<file path="src/ihsp_pkg.sv">
`timescale 1ns / 1ps
// ----------------------------------------------------------------------------
// HEX record parser package
// Types, codes and the hex digit decoder shared by the parser modules.
// ----------------------------------------------------------------------------
package ihsp_pkg;

  typedef enum logic [2:0] {
    MODE_START  = 3'd0,
    MODE_SKIP   = 3'd1,
    MODE_HEADER = 3'd2,
    MODE_EXT    = 3'd3,
    MODE_DATA   = 3'd4,
    MODE_HALT   = 3'd5
  } mode_t;

  typedef enum logic [1:0] {
    KIND_DATA  = 2'd0,
    KIND_GAP   = 2'd1,
    KIND_ERROR = 2'd2
  } kind_t;

  localparam logic [7:0] CHAR_COLON   = 8'h3A;
  localparam logic [7:0] CHAR_NEWLINE = 8'd10;
  localparam logic [7:0] REC_DATA     = 8'd0;
  localparam logic [7:0] REC_EXT_ADDR = 8'd4;
  localparam logic [7:0] FILL_BYTE    = 8'hFF;
  localparam int unsigned TDATA_W     = 72;

  typedef struct packed {
    logic       valid;
    logic [7:0] char_in;
  } char_word_t;

  typedef struct packed {
    kind_t       kind;
    logic [7:0]  data_byte;
    logic [31:0] position;
    logic [31:0] fill_count;
  } result_t;

  // Returns {digit_ok, nibble}.
  function automatic logic [4:0] hex_decode(input logic [7:0] c);
    logic [4:0] r;
    r = 5'd0;
    if (c >= 8'h30 && c <= 8'h39) begin
      r = {1'b1, c[3:0]};
    end else if ((c >= 8'h61 && c <= 8'h66) || (c >= 8'h41 && c <= 8'h46)) begin
      r = {1'b1, c[3:0] + 4'd9};
    end
    return r;
  endfunction

endpackage

</file>
<file path="src/ihsp_in_stage.sv">
`timescale 1ns / 1ps
// ----------------------------------------------------------------------------
// HEX record parser input register
// Holds one accepted character word until the parser consumes it.
// ----------------------------------------------------------------------------
module ihsp_in_stage (
  input  logic                 clk,
  input  logic                 rst_n,
  input  logic                 in_tvalid,
  output logic                 in_tready,
  input  logic [7:0]           in_tdata,
  input  logic                 consume,
  output ihsp_pkg::char_word_t word
);

  logic       valid_r;
  logic       valid_nxt;
  logic [7:0] char_r;

  assign in_tready = !valid_r || consume;
  assign valid_nxt = (in_tvalid && in_tready) ? 1'b1 : (consume ? 1'b0 : valid_r);

  always_ff @(posedge clk) begin
    if (!rst_n) begin
      valid_r <= 1'b0;
    end else begin
      valid_r <= valid_nxt;
    end
  end

  always_ff @(posedge clk) begin
    if (in_tvalid && in_tready) begin
      char_r <= in_tdata;
    end
  end

  assign word.valid   = valid_r;
  assign word.char_in = char_r;

endmodule

</file>
<file path="src/ihsp_parser.sv">
`timescale 1ns / 1ps
// ----------------------------------------------------------------------------
// HEX record parser core
// Line and record state machine; updates on each consumed character word.
// ----------------------------------------------------------------------------
module ihsp_parser (
  input  logic              clk,
  input  logic              rst_n,
  input  logic              go,
  input  logic [7:0]        char_in,
  output logic              res_valid,
  output ihsp_pkg::result_t res
);

  ihsp_pkg::mode_t mode_r, mode_nxt;
  logic [9:0]  char_index_r, char_index_nxt;
  logic [3:0]  first_nibble_r, first_nibble_nxt;
  logic [7:0]  record_length_r, record_length_nxt;
  logic [15:0] record_offset_r, record_offset_nxt;
  logic [15:0] upper_address_r, upper_address_nxt;
  logic [7:0]  upper_high_byte_r, upper_high_byte_nxt;
  logic [31:0] image_length_r, image_length_nxt;

  logic [4:0]  hx;
  logic [7:0]  byte_val;
  logic [8:0]  idx;
  logic [31:0] target;
  logic        emit;

  assign hx       = ihsp_pkg::hex_decode(char_in);
  assign byte_val = {first_nibble_r, hx[3:0]};
  assign idx      = char_index_r[9:1];
  assign target   = {upper_address_r, record_offset_r};

  always_comb begin
    mode_nxt            = mode_r;
    char_index_nxt      = char_index_r;
    first_nibble_nxt    = first_nibble_r;
    record_length_nxt   = record_length_r;
    record_offset_nxt   = record_offset_r;
    upper_address_nxt   = upper_address_r;
    upper_high_byte_nxt = upper_high_byte_r;
    image_length_nxt    = image_length_r;
    emit                = 1'b0;
    res.kind            = ihsp_pkg::KIND_DATA;
    res.data_byte       = 8'd0;
    res.position        = 32'd0;
    res.fill_count      = 32'd0;
    case (mode_r)
      ihsp_pkg::MODE_HALT: begin
      end
      ihsp_pkg::MODE_START: begin
        if (char_in == ihsp_pkg::CHAR_COLON) begin
          mode_nxt       = ihsp_pkg::MODE_HEADER;
          char_index_nxt = 10'd0;
        end else if (char_in != ihsp_pkg::CHAR_NEWLINE) begin
          mode_nxt = ihsp_pkg::MODE_SKIP;
        end
      end
      ihsp_pkg::MODE_SKIP: begin
        if (char_in == ihsp_pkg::CHAR_NEWLINE) begin
          mode_nxt = ihsp_pkg::MODE_START;
        end
      end
      ihsp_pkg::MODE_HEADER, ihsp_pkg::MODE_EXT, ihsp_pkg::MODE_DATA: begin
        if (!hx[4]) begin
          mode_nxt = ihsp_pkg::MODE_HALT;
          emit     = 1'b1;
          res.kind = ihsp_pkg::KIND_ERROR;
        end else if (!char_index_r[0]) begin
          first_nibble_nxt = hx[3:0];
          char_index_nxt   = char_index_r + 10'd1;
        end else begin
          char_index_nxt = char_index_r + 10'd1;
          if (mode_r == ihsp_pkg::MODE_HEADER) begin
            if (idx == 9'd0) begin
              record_length_nxt = byte_val;
            end else if (idx == 9'd1) begin
              record_offset_nxt = {byte_val, 8'd0};
            end else if (idx == 9'd2) begin
              record_offset_nxt = {record_offset_r[15:8], byte_val};
            end else begin
              char_index_nxt = 10'd0;
              if (byte_val == ihsp_pkg::REC_EXT_ADDR) begin
                mode_nxt = ihsp_pkg::MODE_EXT;
              end else if (byte_val == ihsp_pkg::REC_DATA) begin
                mode_nxt = (record_length_r == 8'd0) ? ihsp_pkg::MODE_SKIP
                                                     : ihsp_pkg::MODE_DATA;
                if (target > image_length_r) begin
                  emit             = 1'b1;
                  res.kind         = ihsp_pkg::KIND_GAP;
                  res.data_byte    = ihsp_pkg::FILL_BYTE;
                  res.position     = image_length_r;
                  res.fill_count   = target - image_length_r;
                  image_length_nxt = target;
                end
              end else begin
                mode_nxt = ihsp_pkg::MODE_SKIP;
              end
            end
          end else if (mode_r == ihsp_pkg::MODE_EXT) begin
            if (idx == 9'd0) begin
              upper_high_byte_nxt = byte_val;
            end else begin
              upper_address_nxt = {upper_high_byte_r, byte_val};
              mode_nxt          = ihsp_pkg::MODE_SKIP;
            end
          end else begin
            emit             = 1'b1;
            res.data_byte    = byte_val;
            res.position     = image_length_r;
            image_length_nxt = image_length_r + 32'd1;
            if (({1'b0, idx} + 10'd1) >= {2'b00, record_length_r}) begin
              mode_nxt = ihsp_pkg::MODE_SKIP;
            end
          end
        end
      end
      default: begin
        mode_nxt = ihsp_pkg::MODE_HALT;
      end
    endcase
  end

  assign res_valid = go && emit;

  always_ff @(posedge clk) begin
    if (!rst_n) begin
      mode_r            <= ihsp_pkg::MODE_START;
      char_index_r      <= 10'd0;
      first_nibble_r    <= 4'd0;
      record_length_r   <= 8'd0;
      record_offset_r   <= 16'd0;
      upper_address_r   <= 16'd0;
      upper_high_byte_r <= 8'd0;
      image_length_r    <= 32'd0;
    end else if (go) begin
      mode_r            <= mode_nxt;
      char_index_r      <= char_index_nxt;
      first_nibble_r    <= first_nibble_nxt;
      record_length_r   <= record_length_nxt;
      record_offset_r   <= record_offset_nxt;
      upper_address_r   <= upper_address_nxt;
      upper_high_byte_r <= upper_high_byte_nxt;
      image_length_r    <= image_length_nxt;
    end
  end

endmodule

</file>
<file path="src/ihsp_out_stage.sv">
`timescale 1ns / 1ps
// ----------------------------------------------------------------------------
// HEX record parser output register
// Holds one result word until the downstream side takes it.
// ----------------------------------------------------------------------------
module ihsp_out_stage (
  input  logic                                  clk,
  input  logic                                  rst_n,
  input  logic                                  load,
  input  ihsp_pkg::result_t                     res,
  output logic                                  free,
  output logic                                  out_tvalid,
  input  logic                                  out_tready,
  output logic [ihsp_pkg::TDATA_W-1:0]          out_tdata,
  output logic [1:0]                            out_tuser
);

  logic              valid_r;
  logic              valid_nxt;
  ihsp_pkg::result_t res_r;

  assign free      = !valid_r || out_tready;
  assign valid_nxt = load ? 1'b1 : (out_tready ? 1'b0 : valid_r);

  always_ff @(posedge clk) begin
    if (!rst_n) begin
      valid_r <= 1'b0;
    end else begin
      valid_r <= valid_nxt;
    end
  end

  always_ff @(posedge clk) begin
    if (load) begin
      res_r <= res;
    end
  end

  assign out_tvalid = valid_r;
  assign out_tdata  = {res_r.fill_count, res_r.position, res_r.data_byte};
  assign out_tuser  = res_r.kind;

endmodule

</file>
<file path="src/intel_hex_stream_parser_top.sv">
`timescale 1ns / 1ps
// ----------------------------------------------------------------------------
// HEX record stream parser, top level
// Parses a HEX text stream one character per word into a flat byte image.
//
//   Channel   Direction  Payload
//   in_*      slave      tdata[7:0] char_in
//   out_*     master     tdata data_byte, position, fill_count; tuser kind
//
// One character word is taken per cycle while the output is not stalled; a
// character passes the input register, and its result word the result register,
// before the result is valid at the port.
// Reset returns the parser to the start of a line with an empty image.
// A stalled output register holds the input register, which then holds
// in_tready low; every character waits then, also one that yields no result.
// ----------------------------------------------------------------------------
module intel_hex_stream_parser_top (
  input  logic                         clk,
  input  logic                         rst_n,
  input  logic                         in_tvalid,
  output logic                         in_tready,
  input  logic [7:0]                   in_tdata,   // [7:0] char_in
  output logic                         out_tvalid,
  input  logic                         out_tready,
  output logic [ihsp_pkg::TDATA_W-1:0] out_tdata,  // [7:0] data_byte, [39:8] position,
                                                   // [71:40] fill_count
  output logic [1:0]                   out_tuser   // [1:0] kind
);

  ihsp_pkg::char_word_t word;
  ihsp_pkg::result_t    res;
  logic                 res_valid;
  logic                 out_free;
  logic                 go;

  assign go = word.valid && out_free;

  ihsp_in_stage u_in (
    .clk       (clk),
    .rst_n     (rst_n),
    .in_tvalid (in_tvalid),
    .in_tready (in_tready),
    .in_tdata  (in_tdata),
    .consume   (go),
    .word      (word)
  );

  ihsp_parser u_parser (
    .clk       (clk),
    .rst_n     (rst_n),
    .go        (go),
    .char_in   (word.char_in),
    .res_valid (res_valid),
    .res       (res)
  );

  ihsp_out_stage u_out (
    .clk        (clk),
    .rst_n      (rst_n),
    .load       (res_valid),
    .res        (res),
    .free       (out_free),
    .out_tvalid (out_tvalid),
    .out_tready (out_tready),
    .out_tdata  (out_tdata),
    .out_tuser  (out_tuser)
  );

endmodule

</file>
<file path="config.mk">
export PLATFORM = sky130hd
export DESIGN_NAME = intel_hex_stream_parser_top
export DESIGN_NICKNAME = d
export VERILOG_FILES = /design/src/ihsp_pkg.sv /design/src/ihsp_in_stage.sv /design/src/ihsp_parser.sv /design/src/ihsp_out_stage.sv /design/src/intel_hex_stream_parser_top.sv
export SDC_FILE = /design/constraint.sdc
export NUM_CORES = 1
export LEC_CHECK = 0
export BUFFER_PORTS_ARGS = -buffer_cell sky130_fd_sc_hd__buf_4
export CAP_MARGIN = 20
export CELL_PAD_IN_SITES_DETAIL_PLACEMENT = 0
export CELL_PAD_IN_SITES_GLOBAL_PLACEMENT = 1
export CORE_ASPECT_RATIO = 0.7
export CORE_UTILIZATION = 42
export CTS_CLUSTER_DIAMETER = 60
export DETAILED_ROUTE_END_ITERATION = 6
export PLACE_DENSITY = 0.88
export SLEW_MARGIN = 30
export SYNTH_ARGS = -nofsm -noshare
export SYNTH_HDL_FRONTEND = slang
export SYNTH_SLANG_ARGS = --single-unit
</file>
<file path="constraint.sdc">
create_clock -name clk -period 7.6 [get_ports clk]
set_clock_uncertainty 0.05 [all_clocks]
set_input_delay 1.52 -clock clk [delete_from_list [all_inputs] [get_ports clk]]
set_output_delay 1.52 -clock clk [all_outputs]
set_load 0.05 [all_outputs]
</file>
# Yosys cells after proc, flatten, opt, wreduce, memory -nomap -nowiden
# Cells that the tools add are included.
# totals
reg_bits	181
input_bits	12
# classes
addsub	5
order_cmp	8
n_eq_ne	28
n_mux	63
bitwise_logic	8
n_reduce_logical	32
# op_table
operator	n
$mux W74	6
$mux W32	9
$mux W40	2
$mux W73	1
$mux W10	7
$mux W3	15
$add A32 B1 Y32 const B	1
$gt A32 B32 Y1	1
$sub A32 B32 Y32	1
$reduce_and A7 Y1	4
$pmux W10 S2	1
$ge A8 B7 Y1 const B	2
$le A8 B7 Y1 const B	2
$logic_not A8 Y1	2
$mux W16	1
$ne A4 B4 Y1 const B	4
$mux W1	15
$ne A2 B2 Y1 const B	6
$pmux W3 S4	1
$reduce_and A11 Y1	1
$add A10 B1 Y10 const B	1
$add A9 B1 Y10 const B	1
$ge A10 B8 Y1	1
$mux W5	2
other kinds (32)	57

# Logic depth before layout (Yosys ltp)
# Gate-level depths: netlist of the first run.
# logic_depth
ltp_word	17
mapped_depth	13
mapped_depth_nobuf	12

# Modules after synthesis
# From an unflattened synthesis of the first run, not the netlist that was laid out.
# unflattened
hier_cells	1162
hier_area_um2	10421.2
# modules_own_cells
mod	n_inst	cells_each	area_per_inst_um2	seq_area_each_um2
ihsp_parser	1	1069	7838.8	1941.9
ihsp_out_stage	1	78	2270.9	2242.2
ihsp_in_stage	1	14	305.3	260.2
intel_hex_stream_parser_top	1	1	6.3	0.0

# Least setup slack after synthesis of the first run
# Ideal clock, no wire load.
# synth_path
path_kind	register to register
startpoint	register u_parser.record_offset_r[0]
endpoint	register u_out.res_r (netlist bit u_out.out_tdata[0]) (enable)
t_arrival_ns	7.442
setup_slack_ns	-0.488
stages_incl_launch_ff	13
period_less_slack_ns	8.088
path_cell_list	dfxtp_1 > inv_1 > ha_1 > fa_1 > nor2b_1 > o21ai_0 > a21oi_1 > o211a_1 > o21ai_0 > and2_1 > o21ai_1 > a21oi_1 > nor3_1
# synth_between
elab_chain_cells	12
# synth_rtl
item	line	source
start: declaration	ihsp_parser.sv:19	logic [15:0] record_offset_r, record_offset_nxt;
start signal: assignment	ihsp_parser.sv:142	record_offset_r <= record_offset_nxt;
$gt A32 B32 Y1	ihsp_parser.sv:89	if (target > image_length_r) begin
$mux W1	ihsp_parser.sv:89	
$mux W1	ihsp_parser.sv:86	end else if (byte_val == ihsp_pkg::REC_DATA) begin
$mux W1	ihsp_parser.sv:84	if (byte_val == ihsp_pkg::REC_EXT_ADDR) begin
$mux W1	ihsp_parser.sv:80	end else if (idx == 9'd2) begin
$mux W1	ihsp_parser.sv:78	end else if (idx == 9'd1) begin
$mux W1	ihsp_parser.sv:76	if (idx == 9'd0) begin
$mux W1	ihsp_parser.sv:75	if (mode_r == ihsp_pkg::MODE_HEADER) begin
$mux W1	ihsp_parser.sv:70	end else if (!char_index_r[0]) begin
$mux W1	ihsp_parser.sv:66	if (!hx[4]) begin
$mux W1	ihsp_parser.sv:49	case (mode_r)
$logic_and A1 B1 Y1	ihsp_parser.sv:125	assign res_valid = go && emit;
via res_valid	intel_hex_stream_parser_top.sv:32	logic res_valid;
end signal: assignment	ihsp_out_stage.sv:35	res_r <= res;
end: declaration	ihsp_out_stage.sv:20	ihsp_pkg::result_t res_r;
# The timed path passes the listed nets, and every way through them passes these cells.
# A chain may end at the register's enable or synchronous reset.

# Worst setup path in the final report of the first run
# layout_path
startpoint	register u_in.char_r[0]
endpoint	register u_out.res_r (netlist bit u_out.out_tdata[34]) (enable)
# layout_between
elab_chain_cells	16
elab_cells_between_ends	25
cone_classes	1 x add/sub; 6 x order compare; 1 x eq/ne; 11 x mux; 6 x reduce/logical
# layout_rtl
item	line	source
start: declaration	ihsp_in_stage.sv:18	logic [7:0] char_r;
start signal: assignment	ihsp_in_stage.sv:33	char_r <= in_tdata;
$ge A8 B7 Y1 or $le A8 B7 Y1 (tied branches)	ihsp_pkg.sv:48	end else if ((c >= 8'h61 && c <= 8'h66) || (c >= 8'h41 && c <= 8'h46)) begin
$logic_and A1 B1 Y1	ihsp_pkg.sv:48	
$logic_or A1 B1 Y1	ihsp_pkg.sv:48	
$mux W5	ihsp_pkg.sv:48	
$mux W5 *	ihsp_pkg.sv:46	if (c >= 8'h30 && c <= 8'h39) begin
$logic_not A8 Y1	ihsp_parser.sv:86	
$mux W1	ihsp_parser.sv:86	
$mux W1	ihsp_parser.sv:84	
$mux W1	ihsp_parser.sv:80	
$mux W1	ihsp_parser.sv:78	
$mux W1	ihsp_parser.sv:76	
$mux W1	ihsp_parser.sv:75	
$mux W1	ihsp_parser.sv:70	
$mux W1 *	ihsp_parser.sv:66	
$mux W1 *	ihsp_parser.sv:49	
$logic_and A1 B1 Y1 *	ihsp_parser.sv:125	
via res_valid	intel_hex_stream_parser_top.sv:32	
# Mark *: on every way through the listed nets, which the timed path passes. The rest lies on a longest branch.

==> metrics, run 1 <==
status=completed; actual slew at the worst max-slew pin=0.933 ns; worst-path cell chain=inv_1, ha_1, nor3b_1, nor3_1, a21oi_1, and4_1, nand4b_1, o21ai_2, a21oi_1, nor3_4, buf_4; initial antenna violation count=0; grt peak-use layer=met1; Avg Inst Size Synth=9.13 um^2; Die W=187 um; sequential share of power=50.7%; Worst Path Arrival=4.34 ns; via count=8,352; Critical Path Slowest Stage Cell=a21oi_1; CTS H-tree lvls=4; Area Growth Syn to Fin=14.9%; met1 usage in global routing=32.6%; drt wl/cell=17.5 um; critical path class=register to register; CTS tree=done; Setup-failing EPs final=0; # Max-Cap Violations=0; Worst-Skew Late Latency=0.45 ns; Slew Viols, Final=0; Post-Place Cells=1,444; first-pass GRT wire length=42.2 mm; DRT iter0 DRCs=693; TNS Setup=0 ns; pre-CTS setup slack=3.42 ns; met2 Usage GRT=30.5%; number of I/O port buffers=87; Placed Area=0.0109 mm^2; routability cong.=0.871; drt pass-1 iters=5; Fin. Hold Viols=0; Peak VDD IR=0.178 mV; Final WS setup=3.28 ns; count of different cell masters after synthesis=74; top_reg_cell synth=dfxtp_1; Post-Syn Area=0.0100 mm^2; initial core utilization=43.5%; Tcrit/Tclk final=56.8%; startpoint types=register; DPL Wire Length=18.3 mm; core region area=0.0231 mm^2; M3 GR Usage=4.46%; Post-synth EDFFs=82; critical path required time=7.62 ns; PostCTS Resize Cnt=0; crit end category=register; drc violations=0; Tot Pwr=0.00201 W; Worst Path Max Fanout=73; RSZ-0062 raised after global routing=no; clk slew on worst S/H paths=0.07 ns; cell family with most CP delay=simple AND/OR/NAND/NOR gates; Routed WL=25.8 mm; Seq/Total Area, Yosys=44.2%; Comb pwr share=2.2%; n_diodes=0; Slew Limit Headroom=37.8%; CTS Buf Count=17; post-CTS setup buffer count=0; Synth Instances=1,100; warnings from Yosys=0; # nets final=1,214; internal power=0.00157 W; largest net degree at the start of global routing=99; fin cells=1,476; Via-to-Cell Ratio=5.66; Die Span Y=131 um; FMAX=0.232 GHz; LEAKAGE=4.41 nW; die area=0.0245 mm^2; Crit path buffers/inverters=2; Congestion Overflow GR=0; most used cell, CP=a21oi_1; Net Sw Power=0.000441 W; cell area after layout=0.0115 mm^2; syn nets=1,163; Fillers=2,177; vias in the first global route=7,634; Synth async-reset ratio=0%; Tmin final=4.32 ns; maximum clock path buffer count=2; Power Density=174 mW/mm^2; switch share=21.9%; CTS Sinks=181; share of layout cells above drive strength 1=12.8%; clock share of power=47.1%; Top Ports=88; Hold/Removal Path Class=register to register; row cnt=46; Seq cells post-synth=181; Largest stage delay, worst path=0.70 ns; hold-fix buffer count after cts=0; final antenna-violating net count=0; Root Driver=clkbuf_16; global-route usage over all layers=21.5%
==> synthesized netlist by cell type, types with 17 or more instances <==
master      n  area share, %
nor2b_1    31            1.9
ha_1       50            6.2
a21boi_0   23            1.7
xnor2_1    22            1.9
o21ai_0    43            2.1
nor3_1     22            1.1
a21o_1     20            1.5
nor2_1    103            3.8
xor2_1     19            1.7
clkbuf_1   51            1.9
mux2i_1    17            1.7
inv_1      52            1.9
edfxtp_1   82             25
dfxtp_1    99             20
nand2_1    96            3.6
and3_1     49            3.1
a21oi_1    68            3.4
nand3_1    41            2.0
==> metal layers <==
| metal | share of wire, % | vias up |
|---|---|---|
| li1 | - | 4076 |
| met1 | 50 | 3946 |
| met2 | 42 | 303 |
| met3 | 6.5 | 27 |
| met4 | 1.4 | 0 |
| met5 | 0 | - |
==> sequential cells by signal, summed over array words and instances, names as in the netlist, 4 cells and up <==
name,cells
u_parser.char_index_r,10
u_parser.upper_high_byte_r,8
u_parser.record_length_r,8
u_parser.image_length_r,32
u_in.char_r,8
u_parser.first_nibble_r,4
u_parser.record_offset_r,16
u_parser.upper_address_r,16
u_out.out_tdata,72
==> placed cells by master, fill, tap and decap left out, types with 14 or more instances in the layout <==
cell type / instances
inv_1: 52
buf_4: 96
a21oi_1: 67
and3_1: 49
o21ai_0: 43
dfxtp_1: 99
ha_1: 50
o211ai_1: 15
nor2_1: 101
a31oi_1: 15
edfxtp_1: 82
nand2_1: 96
nand4_1: 15
xor2_1: 19
a21boi_0: 23
mux2i_1: 17
nand3_1: 41
xnor2_1: 22
clkbuf_16: 18
nor3_1: 21
nor2b_1: 31
a21o_1: 20
o211a_1: 14
==> metrics by stage <==
step	utilization (%)	hold WS (ns)
2_1_floorplan	-	0.380
3_3_place_gp	47.3	0.389
3_5_place_dp	47.3	0.403
4_1_cts	50.0	0.420
5_1_grt	50.0	0.449
6_report	50.0	0.415
==> worst reg2reg max path: cells and delay by family, from the launching register on <==
kind	cells	cell delay [ns]
flip-flops	1	0.50
adder cells (fa/ha/maj)	1	0.19
buffers and inverters	2	0.81
AND/OR/NAND/NOR	5	1.21
AO/OA/AOI/OAI	3	1.06
==> final cells by class <==
class                      instances  area [um^2]  area share [%]
clock inverter                    14          171            1.48
sequential                       181         4440            38.5
multi-input combinational        803         5170            44.8
clock buffer                      18          450            3.90
timing repair buffer              96          721            6.24
tap                              312          390            3.38
inverter                          52          195            1.69
==> final timing paths <==
kind,cells past startpoint,slack [ns],startpoint,endpoint
max reg2reg,11,3.28,u_in.char_r[0],u_out.out_tdata[34]
max,11,3.28,u_in.char_r[0],u_out.out_tdata[34]
min,2,0.41,u_parser.upper_high_byte_r[7],u_parser.upper_address_r[15]
min reg2reg,2,0.41,u_parser.upper_high_byte_r[7],u_parser.upper_address_r[15]
==> kinds of logic after synthesis <==
family / after synthesis / share of synthesized area [%]
xor+xnor: 41 / 3.57
flops: 181 / 44.2
simple gates: 415 / 20.8
buf+inv: 116 / 4.56
mux: 17 / 1.69
fa+ha+maj: 51 / 6.43
compound gates: 279 / 18.7
==> power by group through the flow <==
stage	Clock, W	Sequential, W	Combinational (W)
floorplan	0	0.00104	0.0000307
global placement	0	0.00104	0.0000434
detailed placement	0	0.00104	0.0000434
CTS	0.000964	0.00102	0.0000437
finish	0.000949	0.00102	0.0000443
global route	0.000999	0.00102	0.0000484
No activity file was read; power rests on OpenSTA's default activity.
==> run 2: changes to the inputs <==
--- a/config.mk
+++ b/config.mk
@@ -10,10 +10,10 @@
 export CELL_PAD_IN_SITES_DETAIL_PLACEMENT = 0
 export CELL_PAD_IN_SITES_GLOBAL_PLACEMENT = 1
 export CORE_ASPECT_RATIO = 0.7
-export CORE_UTILIZATION = 42
+export CORE_UTILIZATION = 46
 export CTS_CLUSTER_DIAMETER = 60
 export DETAILED_ROUTE_END_ITERATION = 6
-export PLACE_DENSITY = 0.88
+export PLACE_DENSITY = 0.91
 export SLEW_MARGIN = 30
 export SYNTH_ARGS = -nofsm -noshare
 export SYNTH_HDL_FRONTEND = slang
==> constraint.sdc (replaced) <==
create_clock -name clk -period 4.4 [get_ports clk]
set_clock_uncertainty 0.05 [all_clocks]
set_input_delay 0.88 -clock clk [delete_from_list [all_inputs] [get_ports clk]]
set_output_delay 0.88 -clock clk [all_outputs]
set_load 0.05 [all_outputs]
==> run 2 against run 1 <==
  * Sequential share of layout area is 0.071 points lower
  * Largest cell class unchanged
  * Via count is 2.2% higher
  * Final cell count is 1.6% lower
  * Combinational power is 80% higher
  * Register-to-register slack worse by 2.7 ns
  * Core utilization is 4.8 points higher
  * Global-route usage is 1.9 points higher
  * Count of clock-buffer cells in the layout is 2 higher
  * Setup slack worse by 2.7 ns
  * Flip-flop and latch count stayed put
==> metrics, run 2 (synthesis gave the netlist of run 1 again) <==
Slew Viols, Final=0 (unchanged); Routed WL=25.9 mm (+0.57%); Critical Path Slowest Stage Cell=a211oi_2; Worst Path Max Fanout=11 (-85%); M3 GR Usage=3.86% (-0.60 points); FMAX=0.264 GHz (+14%); Area Growth Syn to Fin=15.1%; clk slew on worst S/H paths=0.07 ns (about the same); Top Ports=88 (unchanged); CTS H-tree lvls=4 (unchanged); PostCTS Resize Cnt=0 (unchanged); Net Sw Power=0.000721 W (+63%); met2 Usage GRT=35.4% (+4.9 points); sequential share of power=53.5% (+2.8 points); status=completed; switch share=21.9% (-0.042 points); # Max-Cap Violations=0 (unchanged); Die Span Y=126 um (-4.4%); Comb pwr share=2.4% (+0.2 points); Hold/Removal Path Class=register to register; startpoint types=register; min-delay src=u_parser.upper_high_byte_r[7]; Via-to-Cell Ratio=5.88 (+3.9%); # nets final=1,226 (+0.99%); R2R Path End=u_parser.record_offset_r[10]; DPL Wire Length=18.6 mm (+1.6%); Root Driver=clkbuf_16; Slew Limit Headroom=36.9% (-0.93 points); actual slew at the worst max-slew pin=0.946 ns (+0.0139 ns); commonest non-fill, non-tap cell in the layout=buf_4; Largest stage delay, worst path=0.77 ns (+0.07 ns); critical path required time=4.67 ns (-2.95 ns); CTS Buf Count=17 (unchanged); Hold Path Sink=u_parser.upper_address_r[15]; n_diodes=0 (unchanged); Peak VDD IR=0.251 mV (+41%); Worst-Skew Late Latency=0.43 ns (-0.02 ns); DRT iter0 DRCs=940 (+36%); initial core utilization=47.6% (+4.1 points); Worst Path Arrival=4.06 ns (-0.28 ns); Worst R2R Start=u_in.char_r[3]; cell family with most CP delay=simple AND/OR/NAND/NOR gates; die area=0.0224 mm^2 (-8.6%); number of I/O port buffers=87 (unchanged); initial antenna violation count=0 (unchanged); global-route usage over all layers=23.4% (+1.9 points); first-pass GRT wire length=41.4 mm (-1.7%); vias in the first global route=7,789 (+2.0%); Power Density=285 mW/mm^2 (+63%); drt pass-1 iters=6 (+1); final antenna-violating net count=0 (unchanged); crit end category=register; row cnt=44 (-4.3%); hold-fix buffer count after cts=0 (unchanged); internal power=0.00257 W (+64%); fin cells=1,452 (-1.6%); flop2flop setup slack=0.61 ns (-2.67 ns); grt peak-use layer=met2; max reg flops=72 (unchanged); routability cong.=0.886 (+1.7%); Hold Path Cell Cnt=2 (unchanged); Fin. Hold Viols=0 (unchanged); drt wl/cell=17.9 um (+2.2%); RSZ-0062 raised after global routing=no; critical path class=register to register; CTS tree=done; maximum clock path buffer count=2 (unchanged); Tot Pwr=0.00330 W (+64%); most frequent cells in the layout=buf_4 (107), nor2_1 (101), dfxtp_1 (99), nand2_1 (96), edfxtp_1 (82); clock share of power=44.1% (-3.0 points); Congestion Overflow GR=0 (unchanged); LEAKAGE=4.43 nW (+0.48%); Tcrit/Tclk final=86.2% (+29 points); share of layout cells above drive strength 1=14.1% (+1.3 points); largest net degree at the start of global routing=79 (-20%); post-CTS setup buffer count=0 (unchanged); Crit path buffers/inverters=0 (-2); TNS Setup=0 ns (unchanged); depth of the most critical reg-to-reg path=9 (-2); core region area=0.0211 mm^2 (-8.6%); Post-Place Cells=1,420 (-1.7%); via count=8,534 (+2.2%); CTS Sinks=181 (unchanged); Setup-failing EPs final=0 (unchanged); Finished Core Util=54.9% (+4.8 points); Tmin final=3.79 ns (-0.526 ns); Die W=179 um (-4.4%); worst-path cell chain=or4b_1, a311oi_2, or2_2, nand2_2, nor3_2, nand2_1, a211oi_2, mux2i_1, nor2b_1; met1 usage in global routing=35.1% (+2.6 points); drc violations=0 (unchanged)
## run 2: power groups by stage
stage	registers [W]	clock network (W)	logic [W]
5_1_grt	0.00176	0.00154	0.0000863
6_report	0.00176	0.00145	0.0000796
2_1_floorplan	0.00180	0	0.0000554
3_5_place_dp	0.00180	0	0.0000782
3_3_place_gp	0.00180	0	0.0000770
4_1_cts	0.00176	0.00147	0.0000788
## run 2: layout make-up
cell class | count | area [um^2]
Clock buffer | 20 | 447
Fill cell | 1892 | 9520
Sequential cell | 181 | 4440
Timing Repair Buffer | 108 | 823
Multi-Input combinational cell | 803 | 5210
Tap cell | 276 | 345
Inverter | 52 | 195
Clock inverter | 12 | 105
## run 2: tightest hold or removal path, stage by stage, from the launching register on
cell      delay, ns
dfxtp_1        0.31
nand2_1        0.06
a21boi_1       0.05
## run 2: worst max-delay path by stage
stage          depth (start not counted)                           end      startpoint
6_report                               9  u_parser.record_offset_r[10]  u_in.char_r[3]
5_1_grt                               11           u_out.out_tdata[37]  u_in.char_r[0]
4_1_cts                               11           u_out.out_tdata[35]  u_in.char_r[0]
3_5_place_dp                           9  u_parser.record_offset_r[10]  u_in.char_r[3]
3_3_place_gp                          10   u_parser.image_length_r[23]  u_in.char_r[3]
2_1_floorplan                         10            u_out.out_tdata[0]  u_in.char_r[0]
## run 2: per-layer routing
metal | wire length, um | share of wire (%)
met1 | 12700 | 49
met2 | 11500 | 44
met3 | 1590 | 6.1
met4 | 244 | 0.94
met5 | 0 | 0
## run 2: stage by stage
step,setup slack (ns),hold slack [ns],cell area (um^2)
4_1_cts,0.652,0.412,11600
6_report,0.609,0.417,11600
3_3_place_gp,0.682,0.394,11000
5_1_grt,0.384,0.446,11600
3_5_place_dp,0.659,0.406,11000
2_1_floorplan,-0.0798,0.380,10100
